### src/rtl/ptsp_pkg.sv
// Shared types, constants and small tables for the property tag stream parser.
// Used by the top level and by the port checker; no dependencies.
`default_nettype none

package ptsp_pkg;

	// field widths
	localparam int unsigned BYTE_W    = 8;
	localparam int unsigned CFG_W     = 31;
	localparam int unsigned CFG_IDX_W = 2;
	localparam int unsigned WORD_W    = 32;
	localparam int unsigned TYPE_W    = 4;
	localparam int unsigned CNT_W     = 3;
	localparam int unsigned SHIFT_W   = 5;

	// result tdata layout, lowest bit first
	localparam int unsigned TD_NAME_LSB   = 0;
	localparam int unsigned TD_TYPE_LSB   = 32;
	localparam int unsigned TD_ARRAY_BIT  = 36;
	localparam int unsigned TD_STRUCT_LSB = 37;
	localparam int unsigned TD_SIZE_LSB   = 69;
	localparam int unsigned TD_ELEM_LSB   = 101;
	localparam int unsigned TD_IPOS_LSB   = 133;
	localparam int unsigned TD_USED_W     = 165;
	localparam int unsigned TD_W          = 168;
	localparam int unsigned TD_PAD_W      = TD_W - TD_USED_W;

	// result tuser layout
	localparam int unsigned TU_CLEAR_BIT = 0;
	localparam int unsigned TU_BAD_BIT   = 1;
	localparam int unsigned TU_W         = 2;

	// compact index framing
	localparam logic [BYTE_W-1:0] IDX_FIRST_MASK = 8'h3f;
	localparam logic [BYTE_W-1:0] IDX_NEXT_MASK  = 8'h7f;
	localparam logic [CNT_W-1:0]  IDX_MAX_EXTRA  = 3'd4;

	// info byte type codes
	localparam logic [TYPE_W-1:0] TYPE_STRUCT = 4'd10;
	localparam logic [TYPE_W-1:0] TYPE_BOOL   = 4'd3;

	// size classes up to this one carry a fixed size
	localparam logic [2:0] LAST_FIXED_CLASS = 3'd4;

	// configuration register indexes
	typedef enum logic [CFG_IDX_W-1:0] {
		CFG_NONE_NAME   = 2'd0,
		CFG_TARGET_NAME = 2'd1,
		CFG_NAME_COUNT  = 2'd2
	} cfg_idx_t;

	// parse phases, one-hot
	typedef enum logic [6:0] {
		PH_NAME   = 7'b0000001,
		PH_INFO   = 7'b0000010,
		PH_STRUCT = 7'b0000100,
		PH_SIZE   = 7'b0001000,
		PH_ELEM   = 7'b0010000,
		PH_SKIP   = 7'b0100000,
		PH_DONE   = 7'b1000000
	} phase_t;

	// one decoded header record
	typedef struct packed {
		logic [WORD_W-1:0] info_position;
		logic [WORD_W-1:0] element_index;
		logic [WORD_W-1:0] payload_size;
		logic [WORD_W-1:0] struct_name;
		logic              array_bit;
		logic [TYPE_W-1:0] tag_type;
		logic [WORD_W-1:0] tag_name;
		logic              clear_target;
		logic              list_end;
		logic              bad_name;
	} rec_t;

	// payload size of the fixed size classes
	function automatic logic [WORD_W-1:0] fixed_size(input logic [2:0] cls);
		logic [WORD_W-1:0] s;
		case (cls)
			3'd0:    s = 32'd1;
			3'd1:    s = 32'd2;
			3'd2:    s = 32'd4;
			3'd3:    s = 32'd12;
			3'd4:    s = 32'd16;
			default: s = 32'd0;
		endcase
		return s;
	endfunction

	// number of explicit size bytes for the variable size classes
	function automatic logic [CNT_W-1:0] size_bytes(input logic [2:0] cls);
		logic [CNT_W-1:0] n;
		case (cls)
			3'd5:    n = 3'd1;
			3'd6:    n = 3'd2;
			3'd7:    n = 3'd4;
			default: n = 3'd0;
		endcase
		return n;
	endfunction

	// bit offset of a continuation byte of a compact index
	function automatic logic [SHIFT_W-1:0] idx_shift(input logic [CNT_W-1:0] cnt);
		logic [SHIFT_W-1:0] sh;
		case (cnt)
			3'd1:    sh = 5'd6;
			3'd2:    sh = 5'd13;
			3'd3:    sh = 5'd20;
			3'd4:    sh = 5'd27;
			default: sh = 5'd0;
		endcase
		return sh;
	endfunction

endpackage

`default_nettype wire

### src/rtl/property_tag_stream_parser_core.sv
// Top level of the property tag stream parser: byte input register, header decode,
// record output register. Depends on ptsp_pkg.
//
//  channel | signals                                  | direction
//  --------+------------------------------------------+----------
//  s       | s_tvalid s_tready s_tdata s_tuser        | in
//  m       | m_tvalid m_tready m_tdata m_tuser m_tlast | out
//  cfg     | cfg_we cfg_index cfg_data                | in
//
// One byte is taken every cycle unless a stall on m holds the input; the byte that completes
// a header passes the input register, then the record register, before its record appears.
// The byte register moves on whenever the record register is empty or being taken, so a
// stall on m holds the byte in s1 and drops s_tready in the same cycle (s1 already empty:
// one more byte is taken first and s_tready drops in the cycle after).
// arst_n clears the parser, the position counter and all registers but out_q; no clearing pass.
// A byte with s_tuser set restarts the parser at offset zero before it is decoded.
`default_nettype none

module property_tag_stream_parser_core (
	input  wire logic                          clk,
	input  wire logic                          arst_n,
	// byte input
	input  wire logic                          s_tvalid,
	output logic                               s_tready,
	input  wire logic [ptsp_pkg::BYTE_W-1:0]   s_tdata,  // [7:0] data_byte
	input  wire logic                          s_tuser,  // [0] start_object
	// record output
	output logic                               m_tvalid,
	input  wire logic                          m_tready,
	// [31:0] tag_name, [35:32] tag_type, [36] array_bit, [68:37] struct_name,
	// [100:69] payload_size, [132:101] element_index, [164:133] info_position, rest zero
	output logic [ptsp_pkg::TD_W-1:0]          m_tdata,
	output logic [ptsp_pkg::TU_W-1:0]          m_tuser,  // [0] clear_target, [1] bad_name
	output logic                               m_tlast,  // list_end
	// configuration
	input  wire logic                          cfg_we,
	input  wire logic [ptsp_pkg::CFG_IDX_W-1:0] cfg_index,
	input  wire logic [ptsp_pkg::CFG_W-1:0]    cfg_data
);

	// configuration registers
	logic [ptsp_pkg::CFG_W-1:0] none_name_q, target_name_q, name_count_q;

	// input stage
	logic                        v_s1;
	logic [ptsp_pkg::BYTE_W-1:0] byte_s1;
	logic                        start_s1;

	// parser state
	ptsp_pkg::phase_t            phase_q;
	logic [ptsp_pkg::WORD_W-1:0] acc_q;
	logic [ptsp_pkg::CNT_W-1:0]  icnt_q;
	logic                        neg_q;
	logic [ptsp_pkg::WORD_W-1:0] name_q;
	logic [ptsp_pkg::BYTE_W-1:0] info_q;
	logic [ptsp_pkg::WORD_W-1:0] sname_q;
	logic [ptsp_pkg::WORD_W-1:0] size_q;
	logic [ptsp_pkg::CNT_W-1:0]  scnt_q;
	logic [ptsp_pkg::WORD_W-1:0] skip_q;
	logic [ptsp_pkg::WORD_W-1:0] pos_q;
	logic [ptsp_pkg::WORD_W-1:0] ipos_q;

	// output register
	logic            out_v_q;
	ptsp_pkg::rec_t  out_q;

	// next state
	ptsp_pkg::phase_t            ph_n;
	logic [ptsp_pkg::WORD_W-1:0] acc_n, name_n, sname_n, size_n, skip_n, pos_n, ipos_n;
	logic [ptsp_pkg::CNT_W-1:0]  icnt_n, scnt_n;
	logic                        neg_n;
	logic [ptsp_pkg::BYTE_W-1:0] info_n;
	ptsp_pkg::rec_t              rec;
	logic                        rec_v;

	// view of state after an object restart
	ptsp_pkg::phase_t            ph_e;
	logic [ptsp_pkg::WORD_W-1:0] acc_e, pos_e;
	logic [ptsp_pkg::CNT_W-1:0]  icnt_e;
	logic                        neg_e;

	// compact index step
	logic [ptsp_pkg::WORD_W-1:0] idx_acc, idx_val;
	logic                        idx_more, idx_neg;
	logic [ptsp_pkg::CNT_W-1:0]  idx_cnt;

	// header sequencing
	logic                        do_start_size, do_after_size, do_finish;
	logic [ptsp_pkg::WORD_W-1:0] fin_elem;
	logic [2:0]                  cls_n;
	logic                        adv;

	// handshake
	assign adv      = !out_v_q || m_tready;
	assign s_tready = !v_s1 || adv;

	// configuration writes
	always_ff @(posedge clk or negedge arst_n) begin
		if (!arst_n) begin
			none_name_q   <= '0;
			target_name_q <= '0;
			name_count_q  <= '0;
		end else if (cfg_we) begin
			case (ptsp_pkg::cfg_idx_t'(cfg_index))
				ptsp_pkg::CFG_NONE_NAME:   none_name_q   <= cfg_data;
				ptsp_pkg::CFG_TARGET_NAME: target_name_q <= cfg_data;
				ptsp_pkg::CFG_NAME_COUNT:  name_count_q  <= cfg_data;
				default: ;
			endcase
		end
	end

	// input register
	always_ff @(posedge clk or negedge arst_n) begin
		if (!arst_n) begin
			v_s1     <= 1'b0;
			byte_s1  <= '0;
			start_s1 <= 1'b0;
		end else if (s_tready) begin
			v_s1 <= s_tvalid;
			if (s_tvalid) begin
				byte_s1  <= s_tdata;
				start_s1 <= s_tuser;
			end
		end
	end

	// restart view
	always_comb begin
		ph_e   = start_s1 ? ptsp_pkg::PH_NAME : phase_q;
		acc_e  = start_s1 ? '0 : acc_q;
		icnt_e = start_s1 ? '0 : icnt_q;
		neg_e  = start_s1 ? 1'b0 : neg_q;
		pos_e  = start_s1 ? '0 : pos_q;
	end

	// one byte of a compact index
	always_comb begin
		if (icnt_e == '0) begin
			idx_acc  = {24'd0, byte_s1 & ptsp_pkg::IDX_FIRST_MASK};
			idx_neg  = byte_s1[7];
			idx_more = byte_s1[6];
		end else begin
			idx_acc  = acc_e | ({24'd0, byte_s1 & ptsp_pkg::IDX_NEXT_MASK}
				<< ptsp_pkg::idx_shift(icnt_e));
			idx_neg  = neg_e;
			idx_more = byte_s1[7] && (icnt_e < ptsp_pkg::IDX_MAX_EXTRA);
		end
		idx_cnt = icnt_e + 3'd1;
		idx_val = idx_neg ? (32'd0 - idx_acc) : idx_acc;
	end

	// header decode for the byte in s1
	always_comb begin
		ph_n    = ph_e;
		acc_n   = acc_e;
		icnt_n  = icnt_e;
		neg_n   = neg_e;
		name_n  = name_q;
		info_n  = info_q;
		sname_n = sname_q;
		size_n  = size_q;
		scnt_n  = scnt_q;
		skip_n  = skip_q;
		ipos_n  = ipos_q;
		pos_n   = pos_e + 32'd1;
		rec     = '0;
		rec_v   = 1'b0;
		do_start_size = 1'b0;
		do_after_size = 1'b0;
		do_finish     = 1'b0;
		fin_elem      = '0;

		// index accumulation in the three index phases
		if (ph_e == ptsp_pkg::PH_NAME || ph_e == ptsp_pkg::PH_STRUCT
				|| ph_e == ptsp_pkg::PH_ELEM) begin
			if (idx_more) begin
				acc_n  = idx_acc;
				icnt_n = idx_cnt;
				neg_n  = idx_neg;
			end else begin
				acc_n  = '0;
				icnt_n = '0;
				neg_n  = 1'b0;
			end
		end

		case (ph_e)
			ptsp_pkg::PH_NAME: begin
				if (!idx_more) begin
					name_n       = idx_val;
					rec.tag_name = idx_val;
					if (idx_val >= {1'b0, name_count_q}) begin
						ph_n         = ptsp_pkg::PH_DONE;
						rec.bad_name = 1'b1;
						rec_v        = 1'b1;
					end else if (idx_val == {1'b0, none_name_q}) begin
						ph_n         = ptsp_pkg::PH_DONE;
						rec.list_end = 1'b1;
						rec_v        = 1'b1;
					end else begin
						ph_n = ptsp_pkg::PH_INFO;
					end
				end
			end
			ptsp_pkg::PH_INFO: begin
				info_n  = byte_s1;
				ipos_n  = pos_e;
				sname_n = '0;
				size_n  = '0;
				scnt_n  = '0;
				if (byte_s1[3:0] == ptsp_pkg::TYPE_STRUCT)
					ph_n = ptsp_pkg::PH_STRUCT;
				else
					do_start_size = 1'b1;
			end
			ptsp_pkg::PH_STRUCT: begin
				if (!idx_more) begin
					sname_n       = idx_val;
					do_start_size = 1'b1;
				end
			end
			ptsp_pkg::PH_SIZE: begin
				size_n = size_q | ({24'd0, byte_s1} << {scnt_q[1:0], 3'b000});
				scnt_n = scnt_q + 3'd1;
				if (scnt_n >= ptsp_pkg::size_bytes(info_q[6:4]))
					do_after_size = 1'b1;
			end
			ptsp_pkg::PH_ELEM: begin
				if (!idx_more) begin
					do_finish = 1'b1;
					fin_elem  = idx_val;
				end
			end
			ptsp_pkg::PH_SKIP: begin
				skip_n = skip_q - 32'd1;
				if (skip_n == '0)
					ph_n = ptsp_pkg::PH_NAME;
			end
			ptsp_pkg::PH_DONE: ;
			default: ;
		endcase

		// size class decode
		cls_n = info_n[6:4];
		if (do_start_size) begin
			if (cls_n <= ptsp_pkg::LAST_FIXED_CLASS) begin
				size_n        = ptsp_pkg::fixed_size(cls_n);
				do_after_size = 1'b1;
			end else begin
				size_n = '0;
				scnt_n = '0;
				ph_n   = ptsp_pkg::PH_SIZE;
			end
		end

		// element index follows for arrays that are not bools
		if (do_after_size) begin
			if (info_n[7] && info_n[3:0] != ptsp_pkg::TYPE_BOOL)
				ph_n = ptsp_pkg::PH_ELEM;
			else
				do_finish = 1'b1;
		end

		// header record and move to payload
		if (do_finish) begin
			rec.tag_name      = name_n;
			rec.tag_type      = info_n[3:0];
			rec.array_bit     = info_n[7];
			rec.struct_name   = sname_n;
			rec.payload_size  = size_n;
			rec.element_index = fin_elem;
			rec.info_position = ipos_n;
			rec.clear_target  = (name_n == {1'b0, target_name_q}) && info_n[7];
			rec_v             = 1'b1;
			skip_n            = size_n;
			ph_n              = (size_n != '0) ? ptsp_pkg::PH_SKIP : ptsp_pkg::PH_NAME;
		end
	end

	// parser state registers
	always_ff @(posedge clk or negedge arst_n) begin
		if (!arst_n) begin
			phase_q <= ptsp_pkg::PH_NAME;
			acc_q   <= '0;
			icnt_q  <= '0;
			neg_q   <= 1'b0;
			name_q  <= '0;
			info_q  <= '0;
			sname_q <= '0;
			size_q  <= '0;
			scnt_q  <= '0;
			skip_q  <= '0;
			pos_q   <= '0;
			ipos_q  <= '0;
		end else if (v_s1 && adv) begin
			phase_q <= ph_n;
			acc_q   <= acc_n;
			icnt_q  <= icnt_n;
			neg_q   <= neg_n;
			name_q  <= name_n;
			info_q  <= info_n;
			sname_q <= sname_n;
			size_q  <= size_n;
			scnt_q  <= scnt_n;
			skip_q  <= skip_n;
			pos_q   <= pos_n;
			ipos_q  <= ipos_n;
		end
	end

	// record register
	always_ff @(posedge clk or negedge arst_n) begin
		if (!arst_n) begin
			out_v_q <= 1'b0;
		end else if (adv) begin
			out_v_q <= v_s1 && rec_v;
		end
	end

	always_ff @(posedge clk) begin
		if (adv && v_s1 && rec_v)
			out_q <= rec;
	end

	// output packing
	assign m_tvalid = out_v_q;
	assign m_tdata  = {{ptsp_pkg::TD_PAD_W{1'b0}}, out_q.info_position, out_q.element_index,
		out_q.payload_size, out_q.struct_name, out_q.array_bit, out_q.tag_type,
		out_q.tag_name};
	assign m_tuser  = {out_q.bad_name, out_q.clear_target};
	assign m_tlast  = out_q.list_end;

endmodule

`default_nettype wire

### config.mk
export PLATFORM = sky130hd
export DESIGN_NAME = property_tag_stream_parser_core
export DESIGN_NICKNAME = d
export VERILOG_FILES = /design/src/rtl/ptsp_pkg.sv /design/src/rtl/property_tag_stream_parser_core.sv
export SDC_FILE = /design/constraint.sdc
export NUM_CORES = 1
export LEC_CHECK = 0
export BUFFER_PORTS_ARGS = -buffer_cell sky130_fd_sc_hd__buf_4
export CAP_MARGIN = 20
export CORE_ASPECT_RATIO = 0.6
export CORE_MARGIN = 1
export CORE_UTILIZATION = 50
export CTS_BUF_LIST = sky130_fd_sc_hd__clkbuf_8
export DETAILED_ROUTE_END_ITERATION = 8
export PLACE_DENSITY = 0.68
export SLEW_MARGIN = 20
export SYNTH_ARGS = -nofsm -noshare
export SYNTH_HDL_FRONTEND = slang
export SYNTH_SLANG_ARGS = --single-unit
### constraint.sdc
create_clock -name clk -period 48.5 [get_ports clk]
set_clock_uncertainty 0.2 [all_clocks]
set_input_delay 2.425 -clock clk [delete_from_list [all_inputs] [get_ports clk]]
set_output_delay 2.425 -clock clk [all_outputs]
set_load 0.05 [all_outputs]
==> metrics.txt <==
outcome=finished clean; VDD IR max=around 0.035 mV; Global Route Usage Sum=0.351; crit path launch type=flop; clk_lat worst skew=0.75 ns; Initial Utilization=0.513; critical path's top delay family=compound AO/OA/AOI/OAI gates; Worst Hold Class=reg2reg; worst path required time=48.55 ns; share of layout cells above drive strength 1=0.196; Final Hold Viols=0; WL/cell=~26 um; CP most frequent cell=ha_1; WL met1=between 40 and 50 mm; CP max stage delay=0.90 ns; clock slew at reported path FFs=roughly 0.060 ns; Final TNS setup=0 ns; synthesized cell area=27,300 um2; vias per inst=6.30; total die area=55,700 um2; P&R area growth vs syn=14.8%; area share of the largest cell type after synthesis=0.319; Synth area leader=dfrtp_1; Clock Tree Buf Depth=3; first-pass GRT wire length=between 100 and 150 mm; fin crit period=9.55 ns; H-tree depth=3; worst-path fanout max=between 150 and 200; simple-gate portion of the synthesized area=0.166; adder-cell share of the synthesized area=0.0206; initial drt markers=around 3,000; Post-synth EDFFs=~170; multiplexer area fraction after synthesis=0.0519; CTS tree=built; Post-synth ARST share=0.676; die width=304 um; clock sinks=518; relative slew slack=0.242; number of antenna violations at the first check in global routing=5; Synth Area in Compound Gates=0.179; ANT nets after route=0; worst path bufs/invs=3; grt ovf=0; CTS Buf Count=80; main combinational cell family by area after synthesis=compound AO/OA/AOI/OAI gates; Synth Area in XOR/XNOR=0.0387; Post-route DRC=0; met3 wire len=12.2 mm; Crit. End Element=flop; RSZ-0062 raised after global routing=false; register area share after synthesis=0.505; Pwr Density=57.4 nW/um2; Resized Gates After CTS=0; post-route setup slack=38.95 ns; Final setup viols=0; Slew @ Worst Pin=1.13 ns; CP max-delay cell=xor2_1; core area=53,300 um2; row cnt=65; hpwl dp=71.5 mm; period utilization=0.197; Die H=183 um; Pre-Repair DR Iteration Count=6; # IOs=220; Power, Total=1.80 mW; met2 wire length=36.6 mm; pin count of the biggest net entering global routing=169; synthesized netlist cell count=2,766; Worst Setup Path Type=reg2reg; number of global-route vias before repair=21,753; max-cap viol count=0; synth top area cells=dfrtp_1 32%, edfxtp_1 18%, nand2_1 5.7%, mux2_2 4.7%, o21ai_0 3.6%; Post-Route WL=just under 100 mm; max-slew violations=0; library cells used by synthesis=114; vias after detailed routing=roughly 23,000; worst path cell trace=buf_4 > nor2b_1 > inv_1 > ha_1 > nand3b_1 > o21ai_1 > o21ai_1 > a31oi_4 > ha_1 > and3_1 > nand4_1 > nand2_1 > xor2_1 > ha_1 > a21o_1 > a21oi_1 > o211ai_1 > a41oi_1 > nor4_1 > o221ai_1 > nand2_1 > a211oi_2 > a31oi_4 > buf_12; Hold Buf Count CTS=0; Yosys warnings=0; Arr. time, crit path=9.60 ns; Fill cells=approximately 4,600; DP Worst Slack=39.57 ns; Synth Register Bits=518; root buffer cell=clkbuf_8; Peak Freq=0.105 GHz; top layer in use=met5; Leakage=13.0 nW; Mapped Avg Cell Area=9.89 um2; prevailing post-synth register cell=dfrtp_1; post-CTS setup buffers=0; IO Port Bufs=around 220; fin nets=about 3,000; GPL Wtd Cong=1.02
[through the flow]
stage                     instance area (um2)  hold slack [ns]   util  std cells
final                                   31400            0.279  0.589       3726
after global placement                  29600            0.259  0.556       3571
after CTS                               31400            0.278  0.589       3721
after global routing                    31400            0.291  0.589       3721
after detailed placement                29600            0.263  0.556       3571
after floorplan                         27400            0.241      -       2768
[cells by family after synthesis]
family,Yosys count
other,1
xor gates and xnor gates,113
and+or+nand+nor,982
AOI/OAI and AO/OA,731
muxes,127
DFF,518
adders and majority gates,45
buffers and inverters,249
[tightest hold or removal path, delay by kind of cell (launching register included)]
| kind | cells | cell delay (ns) |
|---|---|---|
| AND/OR/NAND/NOR | 1 | 0.05 |
| AO/OA/AOI/OAI | 1 | 0.06 |
| flip-flops | 1 | 0.34 |
[flip-flops by register name, indices dropped and copies added (netlist names), 2 cells and up]
name	flops
target_name_q	31
acc_q	32
info_q	8
none_name_q	31
scnt_q	3
size_q	32
name_count_q	31
skip_q	32
name_q	32
icnt_q	3
ipos_q	32
phase_q	7
m_tdata	165
byte_s1	8
sname_q	32
m_tuser	2
pos_q	32
[layout make-up]
class / instances / area [um2] / area share
Inverter: 75 / 284 / 0.00905
Multi-Input combinational cell: 2001 / 12600 / 0.401
Clock inverter: 58 / 470 / 0.0150
Timing Repair Buffer: 274 / 2090 / 0.0666
Clock buffer: 92 / 1270 / 0.0404
Antenna cell: 5 / 12.5 / 0.000399
Sequential cell: 518 / 13800 / 0.440
Tap cell: 703 / 880 / 0.0280
[placed cells by master (no fill, tap or decap), types with 15 or more instances in the layout]
cell,count
dfrtp_1,349
inv_1,94
edfxtp_1,168
nand4_1,27
nand2_1,415
o31ai_1,32
and2_1,38
o211ai_1,15
a22oi_1,43
a21o_1,31
ha_1,45
clkbuf_8,92
a22o_1,48
and3_1,17
a21oi_1,171
xor2_1,36
a31oi_1,33
nor2_1,228
nor3_1,79
xnor2_1,69
nor4_1,23
mux2_2,115
buf_4,271
nor2b_1,20
nand3_1,44
o21ai_0,199
[power breakdown]
part | internal, mW | switching, mW
combinational | 0.231 | 0.547
sequential | 0.550 | 0.0704
clock | 0.214 | 0.190
[synth_stat cells, drive strengths merged, types with 19 or more instances]
library cell,count
nand2,422
dfrtp,349
nor2,230
o21ai,208
a21oi,178
edfxtp,168
clkbuf,120
mux2,116
nor3,83
xnor2,76
inv,75
buf,54
a22o,49
nand3,46
a22oi,45
ha,45
and2,41
a31oi,40
xor2,37
o31ai,34
a21o,31
nand4,27
nor4,25
nor2b,21
o211ai,19
[layer usage]
layer  GRT usage  vias up
met2       0.434     1253
met4      0.0889        4
met5           0        -
met1       0.561    11707
li1            -    10354
met3       0.124      144
[path summary, 6_finish.rpt]
path,start,endpoint,slack [ns],cells after the start
worst min register to register,ipos_q[14]$_DFFE_PN0P_,ipos_q[14]$_DFFE_PN0P_,0.28,2
worst min-delay path,ipos_q[14]$_DFFE_PN0P_,ipos_q[14]$_DFFE_PN0P_,0.28,2
worst max register to register,start_s1$_DFFE_PN0P_,m_tdata[90]$_SDFFCE_PN0P_,38.95,24
worst max-delay path,start_s1$_DFFE_PN0P_,m_tdata[90]$_SDFFCE_PN0P_,38.95,24
min in group asynchronous,arst_n,ipos_q[26]$_DFFE_PN0P_,1.47,1
max in group asynchronous,arst_n,skip_q[20]$_DFFE_PN0P_,44.44,3
Power figures use the tool's default switching activity.
